`config.mk`:
```
export PLATFORM = sky130hd
export DESIGN_NAME = square_record_parser
export DESIGN_NICKNAME = d
export VERILOG_FILES = /design/src/rtl/srp_pkg.sv /design/src/rtl/srp_cfg.sv /design/src/rtl/srp_step.sv /design/src/rtl/square_record_parser.sv
export SDC_FILE = /design/constraint.sdc
export NUM_CORES = 1
export LEC_CHECK = 0
export ABC_AREA = 1
export BUFFER_PORTS_ARGS = -buffer_cell sky130_fd_sc_hd__buf_2
export CAP_MARGIN = 15
export CELL_PAD_IN_SITES_DETAIL_PLACEMENT = 1
export CELL_PAD_IN_SITES_GLOBAL_PLACEMENT = 1
export CORE_UTILIZATION = 49
export CTS_BUF_LIST = sky130_fd_sc_hd__clkbuf_4 sky130_fd_sc_hd__clkbuf_8
export CTS_CLUSTER_DIAMETER = 60
export DETAILED_ROUTE_END_ITERATION = 10
export GPL_TIMING_DRIVEN = 0
export PLACE_DENSITY = 0.95
export SLEW_MARGIN = 30
export SYNTH_ARGS = -nofsm -noshare
export SYNTH_HDL_FRONTEND = slang
export SYNTH_SLANG_ARGS = --single-unit
```
`constraint.sdc`:
```
create_clock -name clk -period 5.8 [get_ports clk]
set_input_delay 0.29 -clock clk [delete_from_list [all_inputs] [get_ports clk]]
set_output_delay 0.29 -clock clk [all_outputs]
set_load 0.02 [all_outputs]
```
`src/rtl/srp_pkg.sv`:
```
// ----------------------------------------------------------------------------
// srp_pkg
// Types and constants shared by the grid-square record parser.
// ----------------------------------------------------------------------------
package srp_pkg;

  localparam int unsigned RegionMax = 9;

  typedef enum logic [2:0] {
    PH_COUNT     = 3'd0,
    PH_ST_COLOR  = 3'd1,
    PH_ST_TYPE   = 3'd2,
    PH_KB_COUNT  = 3'd3,
    PH_KN_COLOR  = 3'd4,
    PH_KN_BYTE   = 3'd5,
    PH_BD_COLOR  = 3'd6,
    PH_BD_REGION = 3'd7
  } phase_t;

  typedef enum logic [1:0] {
    KIND_NONE   = 2'd0,
    KIND_STITCH = 2'd1,
    KIND_KNOT   = 2'd2,
    KIND_BEAD   = 2'd3
  } kind_t;

  typedef enum logic [2:0] {
    ERR_OK          = 3'd0,
    ERR_STITCH_CNT  = 3'd1,
    ERR_STITCH_TYPE = 3'd2,
    ERR_KNOT_CNT    = 3'd3,
    ERR_BEAD_CNT    = 3'd4,
    ERR_KNOT_BYTE   = 3'd5,
    ERR_BEAD_REGION = 3'd6
  } err_t;

  typedef enum logic [2:0] {
    REG_STITCH_LIMIT = 3'd0,
    REG_KNOT_LIMIT   = 3'd1,
    REG_BEAD_LIMIT   = 3'd2,
    REG_STITCH_TYPES = 3'd3,
    REG_KNOT_TYPES   = 3'd4
  } reg_idx_t;

  typedef struct packed {
    logic [6:0] stitch_limit;
    logic [3:0] knot_limit;
    logic [3:0] bead_limit;
    logic [7:0] stitch_type_count;
    logic [4:0] knot_type_count;
  } cfg_t;

  typedef struct packed {
    phase_t     phase;
    logic [6:0] items_left;
    logic [6:0] item_slot;
    logic [7:0] held_color;
    logic [3:0] pending_beads;
  } parse_state_t;

  typedef struct packed {
    kind_t      kind;
    logic [6:0] slot;
    logic [7:0] color;
    logic [7:0] type_code;
    logic [3:0] region;
    err_t       err;
    logic       done;
  } result_t;

endpackage

```
`src/rtl/srp_cfg.sv`:
```
// ----------------------------------------------------------------------------
// srp_cfg
// Configuration register file: limits and type counts for the parser.
// ----------------------------------------------------------------------------
module srp_cfg (
  input  logic          clk,
  input  logic          rst,
  input  logic          cfg_write,
  input  logic [2:0]    cfg_index,
  input  logic [7:0]    cfg_data,
  output srp_pkg::cfg_t cfg
);
  import srp_pkg::*;

  always_ff @(posedge clk) begin
    if (rst) begin
      cfg.stitch_limit      <= 7'd16;
      cfg.knot_limit        <= 4'd15;
      cfg.bead_limit        <= 4'd15;
      cfg.stitch_type_count <= 8'd32;
      cfg.knot_type_count   <= 5'd4;
    end else if (cfg_write) begin
      case (reg_idx_t'(cfg_index))
        REG_STITCH_LIMIT: cfg.stitch_limit      <= cfg_data[6:0];
        REG_KNOT_LIMIT:   cfg.knot_limit        <= cfg_data[3:0];
        REG_BEAD_LIMIT:   cfg.bead_limit        <= cfg_data[3:0];
        REG_STITCH_TYPES: cfg.stitch_type_count <= cfg_data;
        REG_KNOT_TYPES:   cfg.knot_type_count   <= cfg_data[4:0];
        default: ;
      endcase
    end
  end

endmodule

```
`src/rtl/srp_step.sv`:
```
// ----------------------------------------------------------------------------
// srp_step
// Single-byte parse step: next parser state and the result for one byte.
// ----------------------------------------------------------------------------
module srp_step (
  input  srp_pkg::cfg_t         cfg,
  input  srp_pkg::parse_state_t st,
  input  logic [7:0]            stream_byte,
  output srp_pkg::parse_state_t st_next,
  output srp_pkg::result_t      res
);
  import srp_pkg::*;

  logic [3:0] lo_nib;
  logic [3:0] hi_nib;
  logic [6:0] left_dec;
  logic [6:0] slot_inc;

  assign lo_nib   = stream_byte[3:0];
  assign hi_nib   = stream_byte[7:4];
  assign left_dec = st.items_left - 7'd1;
  assign slot_inc = st.item_slot + 7'd1;

  always_comb begin
    st_next = st;
    res     = '{kind: KIND_NONE, err: ERR_OK, default: '0};
    case (st.phase)
      PH_COUNT: begin
        if (stream_byte > {1'b0, cfg.stitch_limit}) begin
          res.err = ERR_STITCH_CNT;
        end else begin
          st_next.item_slot  = '0;
          st_next.items_left = stream_byte[6:0];
          st_next.phase      = (stream_byte[6:0] != '0) ? PH_ST_COLOR : PH_KB_COUNT;
        end
      end
      PH_ST_COLOR, PH_KN_COLOR, PH_BD_COLOR: begin
        st_next.held_color = stream_byte;
        st_next.phase      = phase_t'(st.phase + 3'd1);
      end
      PH_ST_TYPE: begin
        if (stream_byte >= cfg.stitch_type_count) begin
          res.err = ERR_STITCH_TYPE;
        end else begin
          st_next.item_slot  = slot_inc;
          st_next.items_left = left_dec;
          st_next.phase      = (left_dec != '0) ? PH_ST_COLOR : PH_KB_COUNT;
          res.kind      = KIND_STITCH;
          res.slot      = st.item_slot;
          res.color     = st.held_color;
          res.type_code = stream_byte;
        end
      end
      PH_KB_COUNT: begin
        if (lo_nib > cfg.knot_limit) begin
          res.err = ERR_KNOT_CNT;
        end else if (hi_nib > cfg.bead_limit) begin
          res.err = ERR_BEAD_CNT;
        end else begin
          st_next.pending_beads = hi_nib;
          st_next.item_slot     = '0;
          if (lo_nib != '0) begin
            st_next.items_left = {3'd0, lo_nib};
            st_next.phase      = PH_KN_COLOR;
          end else if (hi_nib != '0) begin
            st_next.items_left = {3'd0, hi_nib};
            st_next.phase      = PH_BD_COLOR;
          end else begin
            st_next.items_left = '0;
            st_next.phase      = PH_COUNT;
            res.done           = 1'b1;
          end
        end
      end
      PH_KN_BYTE: begin
        if (lo_nib > 4'(RegionMax) || {1'b0, hi_nib} >= cfg.knot_type_count) begin
          res.err = ERR_KNOT_BYTE;
        end else begin
          res.kind      = KIND_KNOT;
          res.slot      = st.item_slot;
          res.color     = st.held_color;
          res.type_code = {4'd0, hi_nib};
          res.region    = lo_nib;
          st_next.items_left = left_dec;
          st_next.item_slot  = slot_inc;
          if (left_dec != '0) begin
            st_next.phase = PH_KN_COLOR;
          end else if (st.pending_beads != '0) begin
            st_next.item_slot  = '0;
            st_next.items_left = {3'd0, st.pending_beads};
            st_next.phase      = PH_BD_COLOR;
          end else begin
            st_next.item_slot  = '0;
            st_next.items_left = '0;
            st_next.phase      = PH_COUNT;
            res.done           = 1'b1;
          end
        end
      end
      PH_BD_REGION: begin
        if (stream_byte > 8'(RegionMax)) begin
          res.err = ERR_BEAD_REGION;
        end else begin
          res.kind   = KIND_BEAD;
          res.slot   = st.item_slot;
          res.color  = st.held_color;
          res.region = lo_nib;
          st_next.items_left = left_dec;
          st_next.item_slot  = slot_inc;
          if (left_dec != '0) begin
            st_next.phase = PH_BD_COLOR;
          end else begin
            st_next.phase     = PH_COUNT;
            st_next.item_slot = '0;
            res.done          = 1'b1;
          end
        end
      end
      default: ;
    endcase
    if (res.err != ERR_OK) begin
      st_next.phase      = PH_COUNT;
      st_next.items_left = '0;
      st_next.item_slot  = '0;
      res.done           = 1'b1;
    end
  end

endmodule

```
`src/rtl/square_record_parser.sv`:
```
// ----------------------------------------------------------------------------
// square_record_parser
// Byte-stream parser for grid-square records with limit checks.
// ----------------------------------------------------------------------------
// Input channel: in_valid/in_ready with stream_byte, one byte per transfer.
// Output channel: out_valid/out_ready with one result per input byte:
// element_kind, element_slot, color_index, type_code, region_code,
// error_code and record_done.
// Configuration: cfg_write/cfg_index/cfg_data, taken at any edge with
// cfg_write high; write only while the parser is idle.
// Path: an accepted byte is held in the input register and parsed from it;
// its result is then presented from the output register.
// Throughput: one byte per cycle while out_ready stays high; the parse step
// is combinational logic between the input register and the output register.
// Stall: when out_ready is low the result holds; one more byte may sit in
// the input register, after which in_ready drops until the result drains.
// Reset: rst clears the valid flags of both registers and returns the parser
// state (awaiting a stitch count) and the configuration to their defaults.
// ----------------------------------------------------------------------------
module square_record_parser (
  input  logic       clk,
  input  logic       rst,
  input  logic       in_valid,
  output logic       in_ready,
  input  logic [7:0] stream_byte,
  output logic       out_valid,
  input  logic       out_ready,
  output logic [1:0] element_kind,
  output logic [6:0] element_slot,
  output logic [7:0] color_index,
  output logic [7:0] type_code,
  output logic [3:0] region_code,
  output logic [2:0] error_code,
  output logic       record_done,
  input  logic       cfg_write,
  input  logic [2:0] cfg_index,
  input  logic [7:0] cfg_data
);
  import srp_pkg::*;

  cfg_t         cfg;
  parse_state_t st;
  parse_state_t st_next;
  result_t      res_next;
  result_t      res;
  logic         byte_valid;
  logic [7:0]   byte_q;
  logic         advance;

  srp_cfg u_cfg (
    .clk       (clk),
    .rst       (rst),
    .cfg_write (cfg_write),
    .cfg_index (cfg_index),
    .cfg_data  (cfg_data),
    .cfg       (cfg)
  );

  srp_step u_step (
    .cfg         (cfg),
    .st          (st),
    .stream_byte (byte_q),
    .st_next     (st_next),
    .res         (res_next)
  );

  assign advance  = byte_valid && (!out_valid || out_ready);
  assign in_ready = !byte_valid || advance;

  // input register
  always_ff @(posedge clk) begin
    if (rst) begin
      byte_valid <= 1'b0;
    end else if (in_ready) begin
      byte_valid <= in_valid;
    end
    if (in_ready && in_valid) begin
      byte_q <= stream_byte;
    end
  end

  // parser state and output register
  always_ff @(posedge clk) begin
    if (rst) begin
      st        <= '{phase: PH_COUNT, default: '0};
      out_valid <= 1'b0;
    end else begin
      if (advance) begin
        st        <= st_next;
        out_valid <= 1'b1;
      end else if (out_ready) begin
        out_valid <= 1'b0;
      end
    end
    if (advance) begin
      res <= res_next;
    end
  end

  assign element_kind = res.kind;
  assign element_slot = res.slot;
  assign color_index  = res.color;
  assign type_code    = res.type_code;
  assign region_code  = res.region;
  assign error_code   = res.err;
  assign record_done  = res.done;

  a_err_ends_record : assert property (@(posedge clk) disable iff (rst)
    out_valid && error_code != ERR_OK |-> record_done && element_kind == KIND_NONE)
    else $error("error result without record end");

  a_err_resync : assert property (@(posedge clk) disable iff (rst)
    advance && res_next.err != ERR_OK |=> st.phase == PH_COUNT && st.items_left == '0)
    else $error("parser did not resync after error");

  a_empty_fields : assert property (@(posedge clk) disable iff (rst)
    out_valid && element_kind == KIND_NONE |->
      element_slot == '0 && color_index == '0 && type_code == '0 && region_code == '0)
    else $error("fields set with no element");

  a_ready_when_drained : assert property (@(posedge clk) disable iff (rst)
    !out_valid |-> in_ready)
    else $error("input stalled with empty output");

endmodule

```
==> results.json <==
{
  "status": "finished clean",
  "antenna_left": 0,
  "dp_slack_ns": 2.98,
  "grt_antenna_before_repair": 0,
  "final_hold_viol_count": 0,
  "routed_via_density": 5.64,
  "cts.sinks": 100,
  "crit_fanout": 10,
  "start_kind": "register",
  "drt_iter0_markers": 331,
  "cts_tree": "done",
  "synth-seq-cells": 100,
  "stdcell_area_sq_mm": 0.00611,
  "slew_violations": 0,
  "die_w_um": 108,
  "grt_pass1_vias": 5388,
  "diodes": 0,
  "maxCapViolCount": 0,
  "ys_types": 38,
  "first_pass_iters": 5,
  "irDropWorstVdd_mv": 0.147,
  "min_path_type": "in -> reg",
  "worst-path-stages": 9,
  "multi_input_area_sq_mm": 0.00247,
  "ios": 59,
  "synthFlopType": "dfxtp_1",
  "required_ns": 6.05,
  "dr_total_vias": 5177,
  "gp_congestion": 0.916,
  "start_util": 0.504,
  "synth_edf_count": 41,
  "busiest_layer": "met2",
  "area_delta_synth_final_pct": 11.9,
  "dp.cells": 902,
  "dpl.hpwl_mm": 12.1,
  "crit_chain": "ha_1 > a21oi_1 > nor2_1 > nor2_1 > nand4_1 > nand3_1 > buf_2 > nand3_1 > inv_1",
  "grt_max_degree": 37,
  "cts_resized": 0,
  "cts_buffer_depth": 2,
  "slowest_stage": "edfxtp_1",
  "grtUsageMet2": 0.554,
  "cts_buffers": 9,
  "grt_use_total": 0.311,
  "slew_headroom": 0.464,
  "grtUsageMet1": 0.373,
  "num-nets-final": 831,
  "die_h_um": 108,
  "critical_path_arrival_ns": 3.23,
  "globalRouteOverflowTotal": 0,
  "power.leakage_nw": 3.01,
  "slowest_delay_ns": 0.63,
  "max_freq_mhz": 335,
  "powerDensity_mw_per_mm2": 284,
  "period_share": 0.514,
  "min_to": "byte_q[7]$_DFFE_PP_",
  "clk_latency_ns": 0.39,
  "rsz0062_at_grt": "no",
  "hold_slack_ns": 0.0774,
  "path_delay_family": "simple AND/OR/NAND/NOR gates",
  "clock_skew_ns": 0.0197,
  "tns_ns": 0,
  "drive_gt1_frac": 0.149,
  "worstHoldStart": "stream_byte[7]",
  "ys.warnings.count": 0,
  "r2r_slack_ns": 2.82,
  "gr-usage-met3": 0.0418,
  "cp_num_buf_inv": 2,
  "cp-end-kind": "register",
  "period_needed_ns": 2.98,
  "fin_util": 0.564,
  "num_rows": 38,
  "crit_type": "reg -> reg",
  "dieArea_sq_mm": 0.0116,
  "whs_path_depth": 1,
  "finalSetupViolCount": 0,
  "async_flop_share": 0,
  "p_total_mw": 1.73,
  "timing.final.ws_setup_ns": 2.82,
  "hold_buffers": 0,
  "cts-root-buf": "clkbuf_8",
  "routed_wl_mm": 16.8,
  "seq_area_sq_mm": 0.00241,
  "port_buffers": 58,
  "grt_pass1_wl_mm": 27.4,
  "rr_endpoint": "element_slot[0]$_DFFE_PP_",
  "place_area_sq_mm": 0.00593,
  "rr_worst_depth": 9,
  "core_area_sq_mm": 0.0108,
  "stdcell_count": 918,
  "htree_levels": 3,
  "fillers": 1397,
  "clk_pin_slew_ns": 0.10,
  "cts_setup_buffers": 0,
  "drc": 0,
  "syn_inst": 704,
  "wl_per_cell_um": 18.3,
  "yosysSeqAreaShare": 0.442,
  "syn_area_sq_mm": 0.00546,
  "worst_slew_pin_slew_ns": 0.798,
  "syn-num-nets": 762,
  "syn_avg_cell_area_sq_um": 7.76,
  "r2r-start": "byte_q[5]$_DFFE_PP_"
}
[metal layers]
metal / wire length, um / vias up
met4: 509 / 0
li1: - / 2430
met1: 6850 / 2454
met3: 1100 / 51
met5: 0 / -
met2: 8380 / 242
[layout by cell type (no fill, tap or decap), types with 3 or more instances in the layout]
cell,netlist,routed
inv_2,7,8
nor3_1,12,12
inv_1,121,120
clkbuf_1,8,8
nor2_4,3,3
a21oi_1,50,50
o21ai_0,48,48
a31oi_1,3,3
nor2_1,83,83
clkbuf_8,0,10
ha_1,34,34
nand3_1,41,41
nand2_1,123,123
nor2_2,6,6
o211ai_1,12,12
edfxtp_1,41,41
dfxtp_1,59,59
o22ai_1,5,5
buf_2,4,62
nand2_2,6,6
nand4_1,12,12
[kinds of logic after synthesis]
group / synth area share
compound gates: 0.129
flops: 0.442
xor+xnor: 0.00481
fa+ha+maj: 0.0779
buf+inv: 0.106
simple gates: 0.241
[worst register-to-register path: stages, from the launching register on]
cell	delay (ns)
edfxtp_1	0.63
ha_1	0.41
a21oi_1	0.17
nor2_1	0.06
nor2_1	0.21
nand4_1	0.46
nand3_1	0.41
buf_2	0.30
nand3_1	0.13
inv_1	0.10
[area by class of cell]
| class | instances | share of cell area |
|---|---|---|
| tap | 140 | 0.0287 |
| buffer | 17 | 0.0149 |
| clock inverter | 6 | 0.00778 |
| multi-input combinational | 458 | 0.404 |
| inverter | 129 | 0.0796 |
| sequential | 100 | 0.395 |
| clock buffer | 10 | 0.0225 |
| timing repair buffer | 58 | 0.0475 |
[state kept, by name (all words and copies together) (netlist names)]
register      count
element_slot      7
color_index       8
st               29
byte_q            8
element_kind      2
out_valid         1
record_done       1
region_code       4
error_code        3
type_code         8
byte_valid        1
u_cfg.cfg        28
[synthesized netlist by cell type (all sizes together), types with 3 or more instances]
| master | n | area, sq um |
|---|---|---|
| a21oi | 52 | 275 |
| a31oi | 3 | 18.8 |
| buf | 9 | 61.3 |
| clkbuf | 8 | 30.0 |
| dfxtp | 59 | 1180 |
| edfxtp | 41 | 1230 |
| ha | 34 | 425 |
| inv | 129 | 487 |
| nand2 | 130 | 510 |
| nand3 | 45 | 260 |
| nand4 | 12 | 75.1 |
| nor2 | 92 | 383 |
| nor3 | 12 | 60.1 |
| o211ai | 12 | 90.1 |
| o21ai | 49 | 249 |
| o22ai | 5 | 31.3 |
[worst max path at each step]
stage | endpoint | slack, ns | startpoint
after detailed placement | element_slot[0]$_DFFE_PP_ | 2.98 | byte_q[5]$_DFFE_PP_
after floorplan | st[19]$_SDFFE_PP0P_ | 3.69 | byte_q[6]$_DFFE_PP_
after CTS | element_slot[0]$_DFFE_PP_ | 2.85 | byte_q[5]$_DFFE_PP_
final | element_slot[0]$_DFFE_PP_ | 2.82 | byte_q[5]$_DFFE_PP_
after global placement | st[13]$_SDFFE_PP0P_ | 3.20 | byte_q[4]$_DFFE_PP_
after global routing | element_slot[0]$_DFFE_PP_ | 2.65 | byte_q[5]$_DFFE_PP_
[power breakdown]
group          internal (mW)  switching (mW)  leakage, nW
Clock                  0.173           0.263       0.0985
Combinational          0.142           0.338         2.03
Sequential             0.780          0.0376        0.875
No activity file was read; power rests on OpenSTA's default activity.
